## config.mk

```make
export PLATFORM = sky130hd
export DESIGN_NAME = mask_overlay_pixel_colorizer
export DESIGN_NICKNAME = d
export VERILOG_FILES = /design/src/hdl/mopc_pkg.sv /design/src/hdl/mask_overlay_pixel_colorizer.sv
export SDC_FILE = /design/constraint.sdc
export NUM_CORES = 1
export LEC_CHECK = 0
export ABC_AREA = 1
export BUFFER_PORTS_ARGS = -buffer_cell sky130_fd_sc_hd__buf_2
export CORE_MARGIN = 2
export CORE_UTILIZATION = 35
export DETAILED_ROUTE_END_ITERATION = 8
export PLACE_DENSITY = 0.51
export SETUP_SLACK_MARGIN = 0.5
export SLEW_MARGIN = 25
export SYNTH_ARGS = -nofsm -noshare
export SYNTH_HDL_FRONTEND = slang
export SYNTH_SLANG_ARGS = --single-unit
```

## constraint.sdc

```tcl
create_clock -name clk -period 4.2 [get_ports clk]
set_input_delay 0.84 -clock clk [delete_from_list [all_inputs] [get_ports clk]]
set_output_delay 0.84 -clock clk [all_outputs]
set_load 0.03 [all_outputs]
```

## src/hdl/mopc_pkg.sv

```systemverilog
// shared constants and arithmetic helpers for the mask overlay pixel colorizer
package mopc_pkg;

    // view mode codes
    localparam logic [2:0] VIEW_FULL     = 3'd0;
    localparam logic [2:0] VIEW_RED      = 3'd1;
    localparam logic [2:0] VIEW_GREEN    = 3'd2;
    localparam logic [2:0] VIEW_BLUE     = 3'd3;
    localparam logic [2:0] VIEW_SEMANTIC = 3'd4;

    // texture kind codes
    localparam logic [2:0] KIND_SHADOW    = 3'd0;
    localparam logic [2:0] KIND_SUBLIGHT  = 3'd1;
    localparam logic [2:0] KIND_EDGE      = 3'd2;
    localparam logic [2:0] KIND_FACE_DIST = 3'd3;
    localparam logic [2:0] KIND_PASS      = 3'd4;

    // register index, taken from paddr[2]
    localparam logic REG_VIEW_MODE    = 1'b0;
    localparam logic REG_TEXTURE_KIND = 1'b1;

    localparam logic [2:0] VIEW_MODE_RESET    = VIEW_FULL;
    localparam logic [2:0] TEXTURE_KIND_RESET = KIND_PASS;

    // tint coefficients
    localparam logic [7:0] COEF_R220 = 8'd220;
    localparam logic [7:0] COEF_G235 = 8'd235;
    localparam logic [7:0] COEF_R240 = 8'd240;
    localparam logic [7:0] COEF_R140 = 8'd140;
    localparam logic [7:0] COEF_G230 = 8'd230;

    // fixed colors and offsets
    localparam logic [7:0] LEVEL_FULL  = 8'd255;
    localparam logic [7:0] LEVEL_80    = 8'd80;
    localparam logic [7:0] LEVEL_100   = 8'd100;
    localparam logic [7:0] LEVEL_140   = 8'd140;
    localparam logic [7:0] EDGE_OFS_G  = 8'd40;
    localparam logic [7:0] EDGE_OFS_B  = 8'd60;

    localparam int NUM_LANES = 3;

    typedef logic [NUM_LANES-1:0][7:0]  lane_byte_t;
    typedef logic [NUM_LANES-1:0][15:0] lane_word_t;

    // floor(x / 255) for x up to 255*255
    function automatic logic [7:0] div255(input logic [15:0] x);
        logic [16:0] s;
        s = {1'b0, x} + {9'd0, x[15:8]} + 17'd1;
        return s[15:8];
    endfunction

    // clamp a 9-bit sum at 255
    function automatic logic [7:0] sat8(input logic [8:0] x);
        return x[8] ? LEVEL_FULL : x[7:0];
    endfunction

    function automatic logic [7:0] max3(input logic [7:0] a, input logic [7:0] b,
                                        input logic [7:0] c);
        logic [7:0] m;
        m = (a > b) ? a : b;
        return (m > c) ? m : c;
    endfunction

    // one restoring division step: upper byte is the partial remainder, lower
    // byte shifts dividend bits out and quotient bits in
    function automatic logic [15:0] div_step(input logic [15:0] w, input logic [7:0] p);
        logic [8:0] trial;
        logic [8:0] diff;
        trial = {w[15:8], w[7]};
        diff  = trial - {1'b0, p};
        if (trial >= {1'b0, p})
        begin
            return {diff[7:0], w[6:0], 1'b1};
        end
        return {trial[7:0], w[6:0], 1'b0};
    endfunction

endpackage

```

## src/hdl/mask_overlay_pixel_colorizer.sv

```systemverilog
// mask overlay pixel colorizer: rgb mask pixel in, rgba overlay pixel out
// pipeline: a request accepted at a clock edge shows its result with done high;
//   eight register stages, the last four run the restoring divider two quotient bits each
// throughput: one request per clock; busy stays low, the pipeline never stalls
// reset: rst_n clears all stage valid bits, view_mode to full view, texture_kind to
//   pass-through; payload registers are not reset
module mask_overlay_pixel_colorizer (
    input  logic        clk,
    input  logic        rst_n,
    // config port
    input  logic        psel,
    input  logic        penable,
    input  logic        pwrite,
    input  logic [2:0]  paddr,
    input  logic [31:0] pwdata,
    output logic [31:0] prdata,
    output logic        pready,
    // request side
    input  logic        start,
    output logic        busy,
    input  logic [7:0]  in_red,
    input  logic [7:0]  in_green,
    input  logic [7:0]  in_blue,
    // result side
    output logic        done,
    output logic [7:0]  out_red,
    output logic [7:0]  out_green,
    output logic [7:0]  out_blue,
    output logic [7:0]  out_alpha
);

    // ------------------------------------------------------------------
    // configuration registers
    // ------------------------------------------------------------------
    logic [2:0] view_mode_reg;
    logic [2:0] texture_kind_reg;
    logic       cfg_wr;

    assign pready = 1'b1;
    assign cfg_wr = psel && penable && pwrite && pready;

    always_ff @(posedge clk or negedge rst_n)
    begin
        if (!rst_n)
        begin
            view_mode_reg    <= mopc_pkg::VIEW_MODE_RESET;
            texture_kind_reg <= mopc_pkg::TEXTURE_KIND_RESET;
        end
        else if (cfg_wr)
        begin
            unique case (paddr[2])
                mopc_pkg::REG_VIEW_MODE:    view_mode_reg    <= pwdata[2:0];
                mopc_pkg::REG_TEXTURE_KIND: texture_kind_reg <= pwdata[2:0];
                default:                    ;
            endcase
        end
    end

    always_comb
    begin
        unique case (paddr[2])
            mopc_pkg::REG_VIEW_MODE:    prdata = {29'd0, view_mode_reg};
            mopc_pkg::REG_TEXTURE_KIND: prdata = {29'd0, texture_kind_reg};
            default:                    prdata = 32'd0;
        endcase
    end

    // no backpressure anywhere, every request enters the pipeline
    assign busy = 1'b0;

    logic accept;
    assign accept = start && !busy;

    // ------------------------------------------------------------------
    // stage 1: constant products for the semantic tints
    // ------------------------------------------------------------------
    logic        s1_valid_reg;
    logic [7:0]  s1_r_reg, s1_g_reg, s1_b_reg;
    logic [2:0]  s1_mode_reg, s1_kind_reg;
    logic [15:0] s1_r220_reg, s1_g235_reg, s1_r240_reg, s1_r140_reg, s1_g230_reg;

    always_ff @(posedge clk or negedge rst_n)
    begin
        if (!rst_n)
        begin
            s1_valid_reg <= 1'b0;
        end
        else
        begin
            s1_valid_reg <= accept;
        end
    end

    always_ff @(posedge clk)
    begin
        s1_r_reg    <= in_red;
        s1_g_reg    <= in_green;
        s1_b_reg    <= in_blue;
        s1_mode_reg <= view_mode_reg;
        s1_kind_reg <= texture_kind_reg;
        s1_r220_reg <= 16'(in_red)   * 16'(mopc_pkg::COEF_R220);
        s1_g235_reg <= 16'(in_green) * 16'(mopc_pkg::COEF_G235);
        s1_r240_reg <= 16'(in_red)   * 16'(mopc_pkg::COEF_R240);
        s1_r140_reg <= 16'(in_red)   * 16'(mopc_pkg::COEF_R140);
        s1_g230_reg <= 16'(in_green) * 16'(mopc_pkg::COEF_G230);
    end

    // ------------------------------------------------------------------
    // stage 2: scale products by 1/255 (reciprocal add, exact in range)
    // ------------------------------------------------------------------
    logic       s2_valid_reg;
    logic [7:0] s2_r_reg, s2_g_reg, s2_b_reg;
    logic [2:0] s2_mode_reg, s2_kind_reg;
    logic [7:0] s2_r220_reg, s2_g235_reg, s2_r240_reg, s2_r140_reg, s2_g230_reg;

    always_ff @(posedge clk or negedge rst_n)
    begin
        if (!rst_n)
        begin
            s2_valid_reg <= 1'b0;
        end
        else
        begin
            s2_valid_reg <= s1_valid_reg;
        end
    end

    always_ff @(posedge clk)
    begin
        s2_r_reg    <= s1_r_reg;
        s2_g_reg    <= s1_g_reg;
        s2_b_reg    <= s1_b_reg;
        s2_mode_reg <= s1_mode_reg;
        s2_kind_reg <= s1_kind_reg;
        s2_r220_reg <= mopc_pkg::div255(s1_r220_reg);
        s2_g235_reg <= mopc_pkg::div255(s1_g235_reg);
        s2_r240_reg <= mopc_pkg::div255(s1_r240_reg);
        s2_r140_reg <= mopc_pkg::div255(s1_r140_reg);
        s2_g230_reg <= mopc_pkg::div255(s1_g230_reg);
    end

    // ------------------------------------------------------------------
    // stage 3: pick the color to normalize and the alpha for the view
    // fixed-tint views carry their color and get divided by 255, which
    // returns it unchanged
    // ------------------------------------------------------------------
    logic                 s3_valid_reg;
    mopc_pkg::lane_byte_t s3_tint_reg;
    logic [7:0]           s3_alpha_reg;
    mopc_pkg::lane_byte_t s3_tint_next;
    logic [7:0]           s3_alpha_next;
    logic [7:0]           s2_peak_in;

    assign s2_peak_in = mopc_pkg::max3(s2_r_reg, s2_g_reg, s2_b_reg);

    always_comb
    begin
        s3_tint_next  = '0;
        s3_alpha_next = 8'd0;
        case (s2_mode_reg)
            mopc_pkg::VIEW_FULL:
            begin
                s3_tint_next  = {s2_b_reg, s2_g_reg, s2_r_reg};
                s3_alpha_next = s2_peak_in;
            end
            mopc_pkg::VIEW_RED:
            begin
                s3_tint_next  = {mopc_pkg::LEVEL_80, mopc_pkg::LEVEL_80,
                                 mopc_pkg::LEVEL_FULL};
                s3_alpha_next = s2_r_reg;
            end
            mopc_pkg::VIEW_GREEN:
            begin
                s3_tint_next  = {mopc_pkg::LEVEL_80, mopc_pkg::LEVEL_FULL,
                                 mopc_pkg::LEVEL_80};
                s3_alpha_next = s2_g_reg;
            end
            mopc_pkg::VIEW_BLUE:
            begin
                s3_tint_next  = {mopc_pkg::LEVEL_FULL, mopc_pkg::LEVEL_140,
                                 mopc_pkg::LEVEL_100};
                s3_alpha_next = s2_b_reg;
            end
            mopc_pkg::VIEW_SEMANTIC:
            begin
                s3_alpha_next = s2_peak_in;
                case (s2_kind_reg)
                    mopc_pkg::KIND_SHADOW:
                    begin
                        s3_tint_next[0] = mopc_pkg::sat8(9'(s2_r_reg) + 9'(s2_g_reg));
                        s3_tint_next[1] = mopc_pkg::sat8(9'(s2_r220_reg) + 9'(s2_g235_reg));
                        s3_tint_next[2] = s2_b_reg;
                    end
                    mopc_pkg::KIND_SUBLIGHT:
                    begin
                        s3_tint_next[0] = mopc_pkg::sat8(9'(s2_r240_reg) + 9'(s2_b_reg));
                        s3_tint_next[1] = mopc_pkg::sat8(9'(s2_r140_reg) + 9'(s2_g230_reg));
                        s3_tint_next[2] = s2_g230_reg;
                    end
                    mopc_pkg::KIND_EDGE:
                    begin
                        s3_tint_next[0] = mopc_pkg::LEVEL_80;
                        s3_tint_next[1] = mopc_pkg::sat8(9'(s2_r_reg) +
                                                         9'(mopc_pkg::EDGE_OFS_G));
                        s3_tint_next[2] = mopc_pkg::sat8(9'(s2_r_reg) +
                                                         9'(mopc_pkg::EDGE_OFS_B));
                    end
                    mopc_pkg::KIND_FACE_DIST:
                    begin
                        s3_tint_next = {s2_r_reg, s2_r_reg, s2_r_reg};
                    end
                    // pass-through, unused kinds included
                    default:
                    begin
                        s3_tint_next = {s2_b_reg, s2_g_reg, s2_r_reg};
                    end
                endcase
            end
            // unused view codes give an all-zero pixel
            default:
            begin
                s3_tint_next  = '0;
                s3_alpha_next = 8'd0;
            end
        endcase
    end

    always_ff @(posedge clk or negedge rst_n)
    begin
        if (!rst_n)
        begin
            s3_valid_reg <= 1'b0;
        end
        else
        begin
            s3_valid_reg <= s2_valid_reg;
        end
    end

    always_ff @(posedge clk)
    begin
        s3_tint_reg  <= s3_tint_next;
        s3_alpha_reg <= s3_alpha_next;
    end

    // ------------------------------------------------------------------
    // stage 4: peak of the tint and dividends t*255
    // a zero peak means every tint is zero; dividing by 255 then gives zero
    // ------------------------------------------------------------------
    logic                 s4_valid_reg;
    mopc_pkg::lane_word_t s4_w_reg;
    logic [7:0]           s4_peak_reg;
    logic [7:0]           s4_alpha_reg;
    logic [7:0]           s3_peak;
    mopc_pkg::lane_word_t s4_w_next;

    assign s3_peak = mopc_pkg::max3(s3_tint_reg[0], s3_tint_reg[1], s3_tint_reg[2]);

    always_comb
    begin
        for (int i = 0; i < mopc_pkg::NUM_LANES; i++)
        begin
            s4_w_next[i] = {s3_tint_reg[i], 8'd0} - {8'd0, s3_tint_reg[i]};
        end
    end

    always_ff @(posedge clk or negedge rst_n)
    begin
        if (!rst_n)
        begin
            s4_valid_reg <= 1'b0;
        end
        else
        begin
            s4_valid_reg <= s3_valid_reg;
        end
    end

    always_ff @(posedge clk)
    begin
        s4_w_reg     <= s4_w_next;
        s4_peak_reg  <= (s3_peak == 8'd0) ? mopc_pkg::LEVEL_FULL : s3_peak;
        s4_alpha_reg <= s3_alpha_reg;
    end

    // ------------------------------------------------------------------
    // divider stages: two restoring steps per stage, three lanes in parallel
    // ------------------------------------------------------------------
    logic                 d1_valid_reg, d2_valid_reg, d3_valid_reg;
    mopc_pkg::lane_word_t d1_w_reg, d2_w_reg, d3_w_reg;
    logic [7:0]           d1_peak_reg, d2_peak_reg, d3_peak_reg;
    logic [7:0]           d1_alpha_reg, d2_alpha_reg, d3_alpha_reg;
    mopc_pkg::lane_word_t d1_w_next, d2_w_next, d3_w_next, q_w_next;

    always_comb
    begin
        for (int i = 0; i < mopc_pkg::NUM_LANES; i++)
        begin
            d1_w_next[i] = mopc_pkg::div_step(mopc_pkg::div_step(s4_w_reg[i], s4_peak_reg),
                                              s4_peak_reg);
            d2_w_next[i] = mopc_pkg::div_step(mopc_pkg::div_step(d1_w_reg[i], d1_peak_reg),
                                              d1_peak_reg);
            d3_w_next[i] = mopc_pkg::div_step(mopc_pkg::div_step(d2_w_reg[i], d2_peak_reg),
                                              d2_peak_reg);
            q_w_next[i]  = mopc_pkg::div_step(mopc_pkg::div_step(d3_w_reg[i], d3_peak_reg),
                                              d3_peak_reg);
        end
    end

    // result registers
    logic       done_reg;
    logic [7:0] out_red_reg, out_green_reg, out_blue_reg, out_alpha_reg;

    always_ff @(posedge clk or negedge rst_n)
    begin
        if (!rst_n)
        begin
            d1_valid_reg <= 1'b0;
            d2_valid_reg <= 1'b0;
            d3_valid_reg <= 1'b0;
            done_reg     <= 1'b0;
        end
        else
        begin
            d1_valid_reg <= s4_valid_reg;
            d2_valid_reg <= d1_valid_reg;
            d3_valid_reg <= d2_valid_reg;
            done_reg     <= d3_valid_reg;
        end
    end

    always_ff @(posedge clk)
    begin
        d1_w_reg      <= d1_w_next;
        d1_peak_reg   <= s4_peak_reg;
        d1_alpha_reg  <= s4_alpha_reg;
        d2_w_reg      <= d2_w_next;
        d2_peak_reg   <= d1_peak_reg;
        d2_alpha_reg  <= d1_alpha_reg;
        d3_w_reg      <= d3_w_next;
        d3_peak_reg   <= d2_peak_reg;
        d3_alpha_reg  <= d2_alpha_reg;
        // quotient is in the low byte after the eighth step
        out_red_reg   <= q_w_next[0][7:0];
        out_green_reg <= q_w_next[1][7:0];
        out_blue_reg  <= q_w_next[2][7:0];
        out_alpha_reg <= d3_alpha_reg;
    end

    assign done      = done_reg;
    assign out_red   = out_red_reg;
    assign out_green = out_green_reg;
    assign out_blue  = out_blue_reg;
    assign out_alpha = out_alpha_reg;

    // ------------------------------------------------------------------
    // assertions
    // ------------------------------------------------------------------
    // every accepted request yields exactly one result
    a_req_to_done: assert property (@(posedge clk) disable iff (!rst_n)
        accept |-> ##8 done)
        else $error("accepted request produced no result");

    a_no_spurious_done: assert property (@(posedge clk) disable iff (!rst_n)
        !accept |-> ##8 !done)
        else $error("result strobe without a request");

    // divider precondition: dividend high byte below divisor keeps quotient in 8 bits
    a_div_range: assert property (@(posedge clk) disable iff (!rst_n)
        s4_valid_reg |-> (s4_w_reg[0][15:8] < s4_peak_reg) &&
                         (s4_w_reg[1][15:8] < s4_peak_reg) &&
                         (s4_w_reg[2][15:8] < s4_peak_reg))
        else $error("divider input out of range");

endmodule

```

==> impl_metrics.env, run 1 <==
export IMPL_postPlaceCellArea_um2=32520
export IMPL_mostFrequentLayoutCells="nand2_1 (805), dfxtp_1 (478), inv_1 (471)"
export IMPL_rsz0062_at_grt="true"
export IMPL_wl_per_cell_um=14.92
export IMPL_grt_pass1_wl_mm=126.1
export IMPL_hpwl_mm=62.53
export IMPL_synth_top_cell_area_share_pct=31.60
export IMPL_synth_area_leader_cell="dfxtp_1"
export IMPL_grt_pass1_vias=24160
export IMPL_final_setup_skew_ns=0.04051
export IMPL_dr_pass1_iters=5
export IMPL_fin_crit_sh_pct=85.46
export IMPL_drive_gt1_share_pct=12.32
export IMPL_syn_to_final_growth_pct=17.20
export IMPL_cts_tree="yes"
export IMPL_maxSlewViolCount=0
export IMPL_finalSetupTns_ns=0
export IMPL_cts_sinks=495
export IMPL_drv_cap=0
export IMPL_max_stage_delay_ns=0.56
export IMPL_final_common_cell="nand2_1"
export IMPL_final_cell_area_um2=35720
export IMPL_synthTopCellsByArea="dfxtp_1 (32%), ha_1 (17%), nand2_1 (10%)"
export IMPL_synth_cells=3803
export IMPL_fp_dieH_um=299.1
export IMPL_crit_top_cell="fa_1"
export IMPL_hold_buffers=0
export IMPL_outcome="finished clean"
export IMPL_path_max_fanout=4
export IMPL_path_class="in -> reg"
export IMPL_cts_buffers=58
export IMPL_root_buffer="clkbuf_16"
export IMPL_antennaDiodeCount=0
export IMPL_wirelength_mm=78.27
export IMPL_drc=0
export IMPL_gp_congestion=0.9557
export IMPL_path_clk_slew_ns=0.06
export IMPL_cp_num_buf_inv=5
export IMPL_port_buffers=69
export IMPL_ys_warn_count=0
export IMPL_crit_slowest_cell="fa_1"
export IMPL_avgSynthCellArea_um2=8.013
export IMPL_die_area_um2=89450
export IMPL_synthDistinctLibCells=64
export IMPL_tightest_slew_ns=0.9520
export IMPL_relSlewSlack_pct=36.45
export IMPL_crit_arrival_ns=4.08
export IMPL_cp_top_family="adder cells"
export IMPL_clockBufferDepth=3
export IMPL_final_hold_violation_count=0
export IMPL_coreArea_um2=86480
export IMPL_synth_seq_area_share_pct=32.75
export IMPL_cp_start_kind="input port"
export IMPL_synth_edf_count=0
export IMPL_ant_nets=0
export IMPL_drt_iter0_markers=1190
export IMPL_fp_row_count=108
export IMPL_end_kind="flip-flop"
export IMPL_grt_overflow_total=0
export IMPL_synth_ff_type="dfxtp_1"
export IMPL_viasPerCell=4.733
export IMPL_cp_cell_sequence="buf_2, fa_1, inv_1, fa_1, inv_1, fa_1, inv_1, fa_1, inv_2, ha_4, nand2_1, nor2_2, a21oi_2, nor3_2, nor2_1, xor2_1"
export IMPL_grt_total_usage_pct=17.33
export IMPL_die_w_um=299.1
export IMPL_syn_area_um2=30470
export IMPL_clock_latency_ns=0.64
export IMPL_synthArstFlopShare_pct=2.828
export IMPL_hp_class="in -> async"
export IMPL_max_freq_ghz=0.2786
export IMPL_antenna_found_initial=0
export IMPL_start_util_pct=35.24
export IMPL_num_vias=24830
export IMPL_ys_ff_latch=495
export IMPL_grt_max_degree=26
export IMPL_utilization_pct=41.30
export IMPL_nets=4603
export IMPL_period_minus_slack_ns=3.589
export IMPL_htreeDepth=2
export IMPL_setup_viol=0
export IMPL_worstPathRequired_ns=4.69
export IMPL_io_pins=132
==> metal layers <==
metal,global-route usage [%],routed length (um),vias to the layer above
li1,-,-,12960
met1,22.35,35780,11270
met2,30.11,37010,453
met3,2.153,3116,150
met4,5.333,2364,0
met5,0,0,-
==> layout make-up <==
cell class                      instances  area [um2]
Fill cell                            8999       50770
Multi-Input combinational cell       2783       18890
Sequential cell                       495        9985
Inverter                              502        1943
Clock buffer                           72        1574
Tap cell                             1155        1445
Timing Repair Buffer                  201        1405
Clock inverter                         37       462.9
Timing Repair inverter                  1       7.507
==> cells in the mapped netlist (all sizes together) (4+ instances only) <==
library cell,n
nor3,43
dfxtp,481
nor4,7
a21boi,11
nor2,275
a21oi,295
o2111ai,7
inv,500
xnor2,60
a21o,21
o211ai,10
o221ai,4
dfrtp,13
fa,78
buf,45
nand4,51
o22ai,8
nand3,229
clkbuf,11
ha,418
o31ai,4
a31oi,13
xor2,143
o21ai,178
nand2,834
o21bai,19
or2,12
nand3b,7
==> stage by stage <==
step                      instances  setup slack [ns]  hold slack [ns]
final                          5246            0.6107           0.1226
after global placement         5058           -0.1000           0.3108
after global routing           5246            0.4147           0.1290
after floorplan                3832            0.1094           0.3096
after detailed placement       5058           -0.1300           0.3121
after CTS                      5169            0.4886          0.09370
==> path summary, 6_finish.rpt <==
kind | startpoint | endpoint | slack, ns | cells past startpoint
worst max-delay path | in_green[3] | s1_g235_reg[13] | 0.61 | 16
worst min-delay path | rst_n | s1_valid_reg | 0.12 | 1
worst max register to register | d2_peak_reg[5] | d3_w_reg[11] | 0.71 | 19
worst min register to register | s4_w_reg[16] | d1_w_reg[18] | 0.30 | 0
max in group asynchronous | rst_n | texture_kind_reg[2] | 3.79 | 1
min in group clk | s4_w_reg[16] | d1_w_reg[18] | 0.30 | 0
==> repair_timing <==
item	CTS	global route
endpoints found under the setup margin	27	104
buffers inserted	2	72
gates cloned	0	5
gates resized for setup	5	115
pin swaps	1	23
==> cell families after synthesis <==
| kind of cell | share of synthesized area [%] |
|---|---|
| adders and majority gates | 22.29 |
| DFF | 32.75 |
| other | 0.02464 |
| AOI/OAI and AO/OA | 11.09 |
| buffers and inverters | 7.497 |
| xor gates and xnor gates | 5.834 |
| and+or+nand+nor | 20.52 |
Power of run 1 is not shown: default switching activity piles up to over one toggle a cycle in this logic, so the estimate is an artifact.
==> run 2, diff against run 1 <==
--- a/config.mk
+++ b/config.mk
@@ -5,7 +5,6 @@
 export SDC_FILE = /design/constraint.sdc
 export NUM_CORES = 1
 export LEC_CHECK = 0
-export ABC_AREA = 1
 export BUFFER_PORTS_ARGS = -buffer_cell sky130_fd_sc_hd__buf_2
 export CORE_MARGIN = 2
 export CORE_UTILIZATION = 35
==> run 2 against run 1 <==
Critical path depth rose by 7. First-iteration DRC count fell by 21%. Clock-buffer cell count fell by 4. Via count fell by 8.3%. Highest routed layer unchanged.
==> impl_metrics.env, run 2 <==
export IMPL_outcome="finished clean"
export IMPL_die_area_um2=87520
export IMPL_cts_sinks=495
export IMPL_final_cell_area_um2=38040
export IMPL_synth_edf_count=0
export IMPL_drv_cap=0
export IMPL_fp_dieH_um=295.8
export IMPL_fp_row_count=107
export IMPL_max_freq_ghz=0.2446
export IMPL_synthTopCellsByArea="dfxtp_1 (32%), ha_1 (18%), fa_1 (5.2%)"
export IMPL_layout_setup_ws_ns=0.1118
export IMPL_hp_class="in -> async"
export IMPL_clock_latency_ns=0.64
export IMPL_end_kind="flip-flop"
export IMPL_antennaDiodeCount=0
export IMPL_syn_to_final_growth_pct=27.61
export IMPL_root_buffer="clkbuf_16"
export IMPL_synthArstFlopShare_pct=2.828
export IMPL_maxSlewViolCount=0
export IMPL_setup_viol=0
export IMPL_mostFrequentLayoutCells="dfxtp_1 (460), ha_1 (346), inv_1 (278)"
export IMPL_syn_area_um2=29810
export IMPL_drive_gt1_share_pct=25.37
export IMPL_clockBufferDepth=3
export IMPL_synth_cells=3092
export IMPL_worstPathRequired_ns=4.71
export IMPL_final_common_cell="dfxtp_1"
export IMPL_coreArea_um2=84750
export IMPL_hpwl_mm=59.03
export IMPL_cts_tree="yes"
export IMPL_path_clk_slew_ns=0.06
export IMPL_synth_top_cell_area_share_pct=32.30
export IMPL_rsz0062_at_grt="true"
export IMPL_drc=0
export IMPL_io_pins=132
export IMPL_postPlaceCellArea_um2=33590
export IMPL_final_setup_skew_ns=0.02448
export IMPL_synth_area_leader_cell="dfxtp_1"
export IMPL_final_seq_area_um2=10020
export IMPL_nets=4058
export IMPL_tightest_slew_ns=0.8113
export IMPL_fill_cells=8153
export IMPL_pre_cts_ws_ns=-0.2500
export IMPL_synthDistinctLibCells=91
export IMPL_fin_crit_sh_pct=97.34
export IMPL_ys_warn_count=0
export IMPL_cts_buffers=58
export IMPL_period_minus_slack_ns=4.088
export IMPL_wirelength_mm=75.78
export IMPL_die_w_um=295.8
export IMPL_start_util_pct=35.18
export IMPL_dr_pass1_iters=6
export IMPL_path_class="reg -> reg"
export IMPL_gp_congestion=0.9021
export IMPL_grt_overflow_total=0
export IMPL_viasPerCell=4.853
export IMPL_synth_commonest_cells="dfxtp_1 (481), ha_1 (418), inv_1 (302), nor2_1 (223), a21oi_1 (205)"
export IMPL_cp_start_kind="flip-flop"
export IMPL_drt_iter0_markers=943
export IMPL_num_vias=22770
export IMPL_synth_seq_area_share_pct=33.48
export IMPL_grt_max_degree=36
export IMPL_relSlewSlack_pct=45.84
export IMPL_port_buffers=69
export IMPL_post_synth_top_count_cell="dfxtp_1"
export IMPL_path_max_fanout=5
export IMPL_crit_arrival_ns=4.60
export IMPL_hold_buffers=0
export IMPL_utilization_pct=44.89
export IMPL_ys_ff_latch=495
export IMPL_grt_total_usage_pct=17.32
export IMPL_htreeDepth=2
export IMPL_final_hold_violation_count=0
export IMPL_antenna_found_initial=1
export IMPL_ant_nets=0
export IMPL_grt_pass1_wl_mm=120.9
export IMPL_synth_ff_type="dfxtp_1"
export IMPL_grt_pass1_vias=23310
export IMPL_wl_per_cell_um=16.15
export IMPL_multiInputGateArea_um2=20200
export IMPL_avgSynthCellArea_um2=9.641
[run 2: critical path, stage by stage (launching register included)]
cell,delay [ns]
dfxtp_2,0.36
clkinvlp_4,0.09
buf_6,0.11
buf_6,0.11
buf_12,0.13
ha_4,0.23
nand3_1,0.09
o21ai_2,0.06
a211oi_2,0.31
o211ai_1,0.16
buf_4,0.16
buf_4,0.12
buf_4,0.12
buf_4,0.12
buf_4,0.12
buf_4,0.12
buf_4,0.12
buf_4,0.14
mux2_2,0.30
ha_4,0.29
o221ai_2,0.08
nand3b_1,0.15
buf_6,0.16
mux2_2,0.33
[run 2: kinds of logic (layout without fill, tap and decap cells)]
logic type / after synthesis / count (layout) / share of synthesized area, %
AOI/OAI and AO/OA: 721 / 723 / 15.88
and+or+nand+nor: 621 / 621 / 10.13
adders and majority gates: 496 / 496 / 22.78
DFF: 495 / 495 / 33.48
buffers and inverters: 382 / 806 / 5.297
xor gates and xnor gates: 214 / 214 / 6.287
muxes: 161 / 161 / 6.119
other: 2 / 31 / 0.02519
[run 2: timing repair]
item                       4_1_cts  5_1_grt
setup endpoints to repair       91      107
cloned                           5        1
pin swaps                       47       66
buffers inserted                85       29
gates resized for setup        175      123
[run 2: layer usage]
layer  wire, um  vias to the layer above  GRT usage [%]
li1           -                    11700              -
met1      32900                    10590          20.52
met2      37260                      340          31.46
met3       2408                      138          2.338
met4       3208                        0          6.772
met5          0                        -              0
[run 2: final cells by class]
| cell class | count | share of cell area (%) |
|---|---|---|
| clock buffer | 68 | 4.075 |
| clock inverter | 42 | 1.520 |
| inverter | 304 | 3.121 |
| multi-input combinational | 2246 | 53.09 |
| sequential | 495 | 26.34 |
| tap | 1144 | 3.763 |
| timing repair buffer | 392 | 8.094 |
[run 2: final timing paths]
kind,startpoint,endpoint,slack [ns],cells after the start
setup / recovery,s4_peak_reg[1],d1_w_reg[42],0.11,23
hold / removal,rst_n,view_mode_reg[1],0.15,1
setup reg to reg,s4_peak_reg[1],d1_w_reg[42],0.11,23
hold reg to reg,d3_w_reg[5],out_red[7],0.30,0
max in group asynchronous,rst_n,texture_kind_reg[2],3.73,1
min in group clk,d3_w_reg[5],out_red[7],0.30,0
[run 2: stage by stage]
stage	hold WS, ns	setup TNS (ns)	instances
after CTS	0.1251	0	4661
after detailed placement	0.3121	-1.193	4461
after floorplan	0.3096	0	3121
final	0.1457	0	4691
after global placement	0.3103	-1.267	4461
after global routing	0.1449	-0.1597	4691
Power of run 2 is left out for the same reason.
